## config.mk

```make
export PLATFORM = sky130hd
export DESIGN_NAME = lru_page_replacement_unit
export DESIGN_NICKNAME = d
export VERILOG_FILES = /design/src/hw/rtl/lrup_pkg.sv /design/src/hw/rtl/lrup_cell.sv /design/src/hw/rtl/lru_page_replacement_unit.sv
export SDC_FILE = /design/constraint.sdc
export NUM_CORES = 1
export LEC_CHECK = 0
export BUFFER_PORTS_ARGS = -buffer_cell sky130_fd_sc_hd__buf_4
export CELL_PAD_IN_SITES_DETAIL_PLACEMENT = 1
export CELL_PAD_IN_SITES_GLOBAL_PLACEMENT = 1
export CORE_UTILIZATION = 45
export CTS_BUF_LIST = sky130_fd_sc_hd__clkbuf_4 sky130_fd_sc_hd__clkbuf_8 sky130_fd_sc_hd__clkbuf_16
export DETAILED_ROUTE_END_ITERATION = 6
export HOLD_SLACK_MARGIN = 0.15
export PLACE_DENSITY = 0.7
export RECOVER_POWER = 25
export SETUP_SLACK_MARGIN = 0.05
export SLEW_MARGIN = 20
export SYNTH_ARGS = -nofsm -noshare
export SYNTH_HDL_FRONTEND = slang
export SYNTH_SLANG_ARGS = --single-unit
export TNS_END_PERCENT = 5
```

## constraint.sdc

```tcl
create_clock -name clk -period 5.3 [get_ports clk]
set_input_delay 1.325 -clock clk [delete_from_list [all_inputs] [get_ports clk]]
set_output_delay 1.325 -clock clk [all_outputs]
set_load 0.01 [all_outputs]
```

## src/hw/rtl/lrup_pkg.sv

```systemverilog
`timescale 1ns / 1ps

package lrup_pkg;

  localparam int PAGE_W  = 8;
  localparam int FRAME_W = 5;
  localparam int COUNT_W = 32;

  localparam logic [FRAME_W-1:0] FRAMES_RESET = FRAME_W'(4);

  // carried from each cell to the one below it
  typedef struct packed {
    logic              seen;    // a match sits at this depth or above
    logic [PAGE_W-1:0] victim;  // entry of the bottom cell, zero above it
  } chain_t;

endpackage

```

## src/hw/rtl/lrup_cell.sv

```systemverilog
`timescale 1ns / 1ps

module lrup_cell (
  input  logic                         clk,
  input  logic                         shift_en,
  input  logic [lrup_pkg::PAGE_W-1:0]  page,
  input  logic [lrup_pkg::PAGE_W-1:0]  prev_entry,
  input  logic                         valid,
  input  logic                         bottom,
  input  lrup_pkg::chain_t             chain_in,
  output lrup_pkg::chain_t             chain_out,
  output logic [lrup_pkg::PAGE_W-1:0]  entry
);

  logic match;

  assign match = valid && (entry == page);

  always_comb begin
    chain_out.seen   = chain_in.seen | match;
    chain_out.victim = chain_in.victim | (bottom ? entry : '0);
  end

  // the hit cell and the cells above it (or all cells on a miss) take their upper neighbor
  always_ff @(posedge clk) begin
    if (shift_en && !chain_in.seen) begin
      entry <= prev_entry;
    end
  end

endmodule

```

## src/hw/rtl/lru_page_replacement_unit.sv

```systemverilog
`timescale 1ns / 1ps

// LRU replacement stack, one page reference per word.
// Input channel: page with in_valid/in_ready. Output channel: fault,
// evicted_valid, evicted_page and fault_total with out_valid/out_ready.
// The stack is a row of MAX_FRAMES cells; every cell compares its entry with
// the page in parallel, and a hit flag ripples down the row so that the hit
// cell and the cells above it (or every cell on a miss) shift down by one while
// the page enters at the top. One word is taken per cycle while in_ready is
// high; the result is registered for the cycle after acceptance. The clock
// period is set by the hit ripple through the row of cells and the bottom-entry pick.
// A single output register holds the result; in_ready is high whenever that
// register is empty or being drained, so a stalled receiver holds off the
// next word after one result is pending.
// cfg_we writes frames_in_use (0 acts as 1, above MAX_FRAMES acts as
// MAX_FRAMES); lowering it drops the least recent pages silently.
// Reset empties the stack, clears the fault count and sets frames_in_use to 4.
module lru_page_replacement_unit #(
  parameter int MAX_FRAMES = 16
) (
  input  logic                          clk,
  input  logic                          rst,
  input  logic                          cfg_we,
  input  logic [lrup_pkg::FRAME_W-1:0]  cfg_wdata,
  input  logic                          in_valid,
  output logic                          in_ready,
  input  logic [lrup_pkg::PAGE_W-1:0]   page,
  output logic                          out_valid,
  input  logic                          out_ready,
  output logic                          fault,
  output logic                          evicted_valid,
  output logic [lrup_pkg::PAGE_W-1:0]   evicted_page,
  output logic [lrup_pkg::COUNT_W-1:0]  fault_total
);

  localparam int CNT_W = $clog2(MAX_FRAMES + 1);
  localparam int CW    = (CNT_W > lrup_pkg::FRAME_W) ? CNT_W : lrup_pkg::FRAME_W;

  logic [lrup_pkg::FRAME_W-1:0] frames_in_use;
  logic [CNT_W-1:0]             occupancy;
  logic [CNT_W-1:0]             occupancy_next;
  logic [lrup_pkg::COUNT_W-1:0] fault_counter;
  logic [lrup_pkg::COUNT_W-1:0] fault_counter_next;

  logic [CW-1:0]    cap_wide;
  logic [CW-1:0]    new_cap_wide;
  logic [CNT_W-1:0] cap;
  logic [CNT_W-1:0] new_cap;
  logic [CNT_W-1:0] cap_m1;

  logic in_accept;
  logic miss;
  logic evict;

  lrup_pkg::chain_t            chain [MAX_FRAMES+1];
  logic [lrup_pkg::PAGE_W-1:0] entries [MAX_FRAMES];

  function automatic logic [CW-1:0] clamp_cap(input logic [lrup_pkg::FRAME_W-1:0] f);
    logic [CW-1:0] c;
    c = CW'(f);
    if (c == '0) c = CW'(1);
    if (c > CW'(MAX_FRAMES)) c = CW'(MAX_FRAMES);
    return c;
  endfunction

  assign cap_wide     = clamp_cap(frames_in_use);
  assign new_cap_wide = clamp_cap(cfg_wdata);
  assign cap          = cap_wide[CNT_W-1:0];
  assign new_cap      = new_cap_wide[CNT_W-1:0];
  assign cap_m1       = cap - CNT_W'(1);

  assign in_ready  = !out_valid || out_ready;
  assign in_accept = in_valid && in_ready;

  assign chain[0] = '{seen: 1'b0, victim: '0};

  for (genvar i = 0; i < MAX_FRAMES; i++) begin : g_cell
    logic [lrup_pkg::PAGE_W-1:0] prev_entry;
    if (i == 0) begin : g_top
      assign prev_entry = page;
    end else begin : g_below
      assign prev_entry = entries[i-1];
    end
    lrup_cell u_cell (
      .clk        (clk),
      .shift_en   (in_accept),
      .page       (page),
      .prev_entry (prev_entry),
      .valid      (CNT_W'(i) < occupancy),
      .bottom     (CNT_W'(i) == cap_m1),
      .chain_in   (chain[i]),
      .chain_out  (chain[i+1]),
      .entry      (entries[i])
    );
  end

  assign miss  = !chain[MAX_FRAMES].seen;
  assign evict = miss && (occupancy >= cap);

  always_comb begin
    occupancy_next     = occupancy;
    fault_counter_next = fault_counter;
    if (in_accept && miss) begin
      occupancy_next     = evict ? cap : occupancy + CNT_W'(1);
      fault_counter_next = fault_counter + lrup_pkg::COUNT_W'(1);
    end else if (cfg_we && (occupancy > new_cap)) begin
      occupancy_next = new_cap;
    end
  end

  always_ff @(posedge clk) begin
    if (rst) begin
      frames_in_use <= lrup_pkg::FRAMES_RESET;
      occupancy     <= '0;
      fault_counter <= '0;
      out_valid     <= 1'b0;
    end else begin
      if (cfg_we) begin
        frames_in_use <= cfg_wdata;
      end
      occupancy     <= occupancy_next;
      fault_counter <= fault_counter_next;
      if (in_accept) begin
        out_valid <= 1'b1;
      end else if (out_ready) begin
        out_valid <= 1'b0;
      end
    end
  end

  // result word
  always_ff @(posedge clk) begin
    if (in_accept) begin
      fault         <= miss;
      evicted_valid <= evict;
      evicted_page  <= evict ? chain[MAX_FRAMES].victim : '0;
      fault_total   <= fault_counter_next;
    end
  end

`ifndef SYNTH
  a_occ_bound: assert property (@(posedge clk) disable iff (rst)
    occupancy <= CNT_W'(MAX_FRAMES))
    else $error("occupancy beyond stack depth");

  a_evict_fault: assert property (@(posedge clk) disable iff (rst)
    out_valid && evicted_valid |-> fault)
    else $error("eviction reported on a hit");

  a_evict_page: assert property (@(posedge clk) disable iff (rst)
    out_valid && !evicted_valid |-> evicted_page == '0)
    else $error("evicted page not zero without eviction");

  a_count_step: assert property (@(posedge clk) disable iff (rst)
    in_accept && miss |=> fault_counter == $past(fault_counter) + lrup_pkg::COUNT_W'(1))
    else $error("fault counter missed a step");
`endif

endmodule
```

==> impl_metrics.json <==
{
  "outcome": "finished clean",
  "grt_use_total_pct": 27.4,
  "cp-endpoint": "g_cell[13].u_cell.entry[4]$_DFFE_PP_",
  "numPortBuffers": 61,
  "slew_viol_final": 0,
  "cts_tree": "yes",
  "peakVddDrop_uv": 189,
  "worst_slew_pin_slew_ns": 1.18,
  "synth_edf_count": 170,
  "synth_top_area_share_pct": 48.8,
  "die_h_um": 154,
  "r2r_start": "occupancy[4]$_SDFFE_PP0P_",
  "slew_headroom_pct": 20.4,
  "yosysWarnings": 0,
  "yosysSeqAreaShare_pct": 57.0,
  "num_vias": 7294,
  "worst_ep_arrival_time_ns": 4.36,
  "rsz0062_at_grt": "no",
  "cts-buffers-inserted": 24,
  "fp-row-count": 55,
  "fin_setup_tns_ns": 0,
  "syn_to_final_growth_pct": 13.1,
  "drcViolationCount": 0,
  "cts.sinks": 213,
  "grt_pass1_vias": 7724,
  "crit_required_ns": 5.44,
  "dieArea_sq_um": 23900,
  "setup-violations-final": 0,
  "yosys-top-cells-area": "edfxtp_1, xnor2_1, dfxtp_1",
  "post_cts_buffers": 0,
  "r2r_cells": 9,
  "dp.cells": 1143,
  "r2r_setup_slack_ns": 1.21,
  "cap_viol_max_count": 0,
  "max_stage_delay_ns": 0.75,
  "period_minus_slack_ns": 4.22,
  "syn_avg_cell_area_sq_um": 12.7,
  "sw_frac_of_total_pct": 27.0,
  "core_sq_um": 22700,
  "cts_max_level": 1,
  "io_pins": 62,
  "drtIter0Drc": 577,
  "leakage_nw": 4.28,
  "cp-start-kind": "primary input",
  "multiInputGateArea_sq_um": 4150,
  "p_sw_mw": 1.13,
  "clockRootBuffer": "clkbuf_16",
  "seq_area_sq_um": 5970,
  "clock_path_buffers": 3,
  "insertion_delay_ns": 0.53,
  "finClkSkew_ns": 0.0166,
  "viasPerCell": 6.14,
  "final.period_utilization_pct": 79.7,
  "cpMaxStageDelayCell": "nor2_1",
  "ant_nets": 0,
  "cts_resized": 0,
  "finish.instance_area_sq_um": 11800,
  "hold_start": "g_cell[5].u_cell.entry[0]$_DFFE_PP_",
  "p_total_mw": 4.20,
  "dr.pass1.iters": 5,
  "pwr-share-seq_pct": 49.5,
  "overflow": 0,
  "synth_cell_type_count": 54,
  "diodes": 0,
  "powerDensity_nw_per_um2": 355,
  "avgRoutedWirePerCell_um": 27.0,
  "critPathMaxFanout": 17,
  "start_util_pct": 46.0,
  "die_w_um": 154,
  "timing.final.ws_setup_ns": 1.08,
  "holdCritPathClass": "reg -> reg",
  "clkPwrFrac_pct": 37.9,
  "gp_congestion": 0.955,
  "hpwl_um": 23300,
  "hold_violations": 0,
  "layout.nets": 914,
  "combPwrFrac_pct": 12.6,
  "timing.fmax_ghz": 0.237,
  "place_ws_ns": 0.686,
  "postSynthCellCount": 822,
  "placed_area_sq_um": 11100,
  "worst-setup-path-type": "in -> reg",
  "crit_path_frequent_cell": "and3_1",
  "crit_chain": "buf_4 > xor2_1 > nor4_1 > o211ai_1 > and3_1 > and3_1 > nand2b_1 > inv_1 > nand2_1 > nor2_1",
  "synth_top_area_cell": "edfxtp_1",
  "grt_max_degree": 64,
  "cp-end-kind": "flop",
  "antenna_found_initial": 0,
  "nFillCells": 2352,
  "synth_area_sq_um": 10500,
  "p_int_mw": 3.06,
  "layout-drive-gt1-share_pct": 16.9,
  "synth_nets": 852,
  "r2r_end": "g_cell[13].u_cell.entry[4]$_DFFE_PP_",
  "path_clk_slew_ns": 0.06,
  "ys.flop_type": "edfxtp_1",
  "crit_start": "page[4]",
  "final-instance-count-excl-fill": 1187,
  "ys_ff_latch": 213,
  "drt-total-wl_um": 32000,
  "async_flop_share_pct": 0,
  "hold_buffers": 0,
  "grt_pass1_wl_um": 48600
}
-- synth_stat cells, types with 6 or more instances --
cell / instances
nor2b_1: 35
mux2i_1: 6
nand3_1: 15
nor4_1: 9
dfxtp_1: 43
nand4_1: 34
a31oi_1: 10
edfxtp_1: 170
clkbuf_1: 12
a222oi_1: 16
a21oi_1: 10
xnor2_1: 120
a221oi_1: 10
nand2_1: 27
xor2_1: 42
buf_6: 9
buf_4: 6
nor2_1: 55
and4_1: 8
ha_1: 12
mux2_2: 18
nor3_1: 26
a22oi_1: 22
inv_1: 13
a22o_1: 9
and3_1: 16
-- placed cells by master (no fill, tap or decap), drive strengths merged, types with 3 or more instances in the layout --
master	instances
a21o	5
xor2	42
buf	73
xnor2	120
and2	3
a211oi	5
a31oi	10
nor3	26
mux2i	6
edfxtp	170
or2	4
ha	12
nand4	35
nor2b	35
a221oi	10
inv	12
dfxtp	43
a222oi	16
a22o	9
o21ai	4
a22oi	22
nand2b	5
clkinvlp	3
nor4	14
clkbuf	32
nand2	27
mux2	21
o21a	4
a21oi	10
nor4b	3
or3	4
nor2	58
nand3	17
and3	17
and4	8
clkinv	10
-- worst min-delay path by stage --
| stage | end | slack (ns) | cells past startpoint |
|---|---|---|---|
| final | g_cell[6].u_cell.entry[0]$_DFFE_PP_ | 0.50 | 0 |
| after global routing | g_cell[2].u_cell.entry[1]$_DFFE_PP_ | 0.52 | 0 |
| after CTS | g_cell[6].u_cell.entry[0]$_DFFE_PP_ | 0.50 | 0 |
| after detailed placement | g_cell[2].u_cell.entry[1]$_DFFE_PP_ | 0.50 | 0 |
| after global placement | g_cell[1].u_cell.entry[6]$_DFFE_PP_ | 0.49 | 0 |
| after floorplan | g_cell[4].u_cell.entry[7]$_DFFE_PP_ | 0.47 | 0 |
-- power by group through the flow --
stage,Sequential (mW),Combinational [mW],Clock [mW]
floorplan,2.05,0.350,0
global placement,2.11,0.510,0
detailed placement,2.11,0.521,0
CTS,2.08,0.526,1.62
global route,2.09,0.573,1.67
finish,2.08,0.531,1.59
-- routing by layer --
metal / vias to the layer above / global-route usage, % / share of wire, %
li1: 3194 / - / -
met1: 3734 / 38.4 / 44
met2: 293 / 43.8 / 46
met3: 73 / 3.84 / 7.1
met4: 0 / 9.05 / 3.4
met5: - / 0 / 0
-- final cells by class --
cell class	count	area share, %
repair buffers	73	4.63
clock buffers	32	5.79
clock inverters	12	0.635
well taps	285	3.01
flip-flops and latches	213	50.4
inverters	13	0.423
multi-input cells	559	35.1
-- metrics by stage --
stage / util (%) / hold slack, ns
after floorplan: - / 0.470
after global placement: 48.7 / 0.486
after detailed placement: 48.7 / 0.495
after CTS: 52.1 / 0.505
after global routing: 52.1 / 0.521
final: 52.1 / 0.502
-- logic make-up (layout without fill, tap and decap cells) --
logic type                 Yosys count  in the layout  share of synthesized area, %
DFF                                213            213                          57.0
and+or+nand+nor                    256            256                          14.3
buffers and inverters               50            130                          3.33
adders and majority gates           12             12                          1.44
xor gates and xnor gates           162            162                          13.6
muxes                               27             27                          2.84
AOI/OAI and AO/OA                  102            102                          7.49
-- flip-flops by register name (all words and copies together), names as in the netlist --
name / count
g_cell.u_cell.entry: 128
fault_counter: 32
evicted_page: 8
frames_in_use: 5
occupancy: 5
out_valid: 1
evicted_valid: 1
fault: 1
fault_total: 32
-- worst max-delay path: cells and delay by family --
family	cells	cell delay [ns]
xor+xnor	1	0.22
simple gates	6	2.03
buf+inv	2	0.62
compound gates	1	0.14
Power figures use the tool's default switching activity.
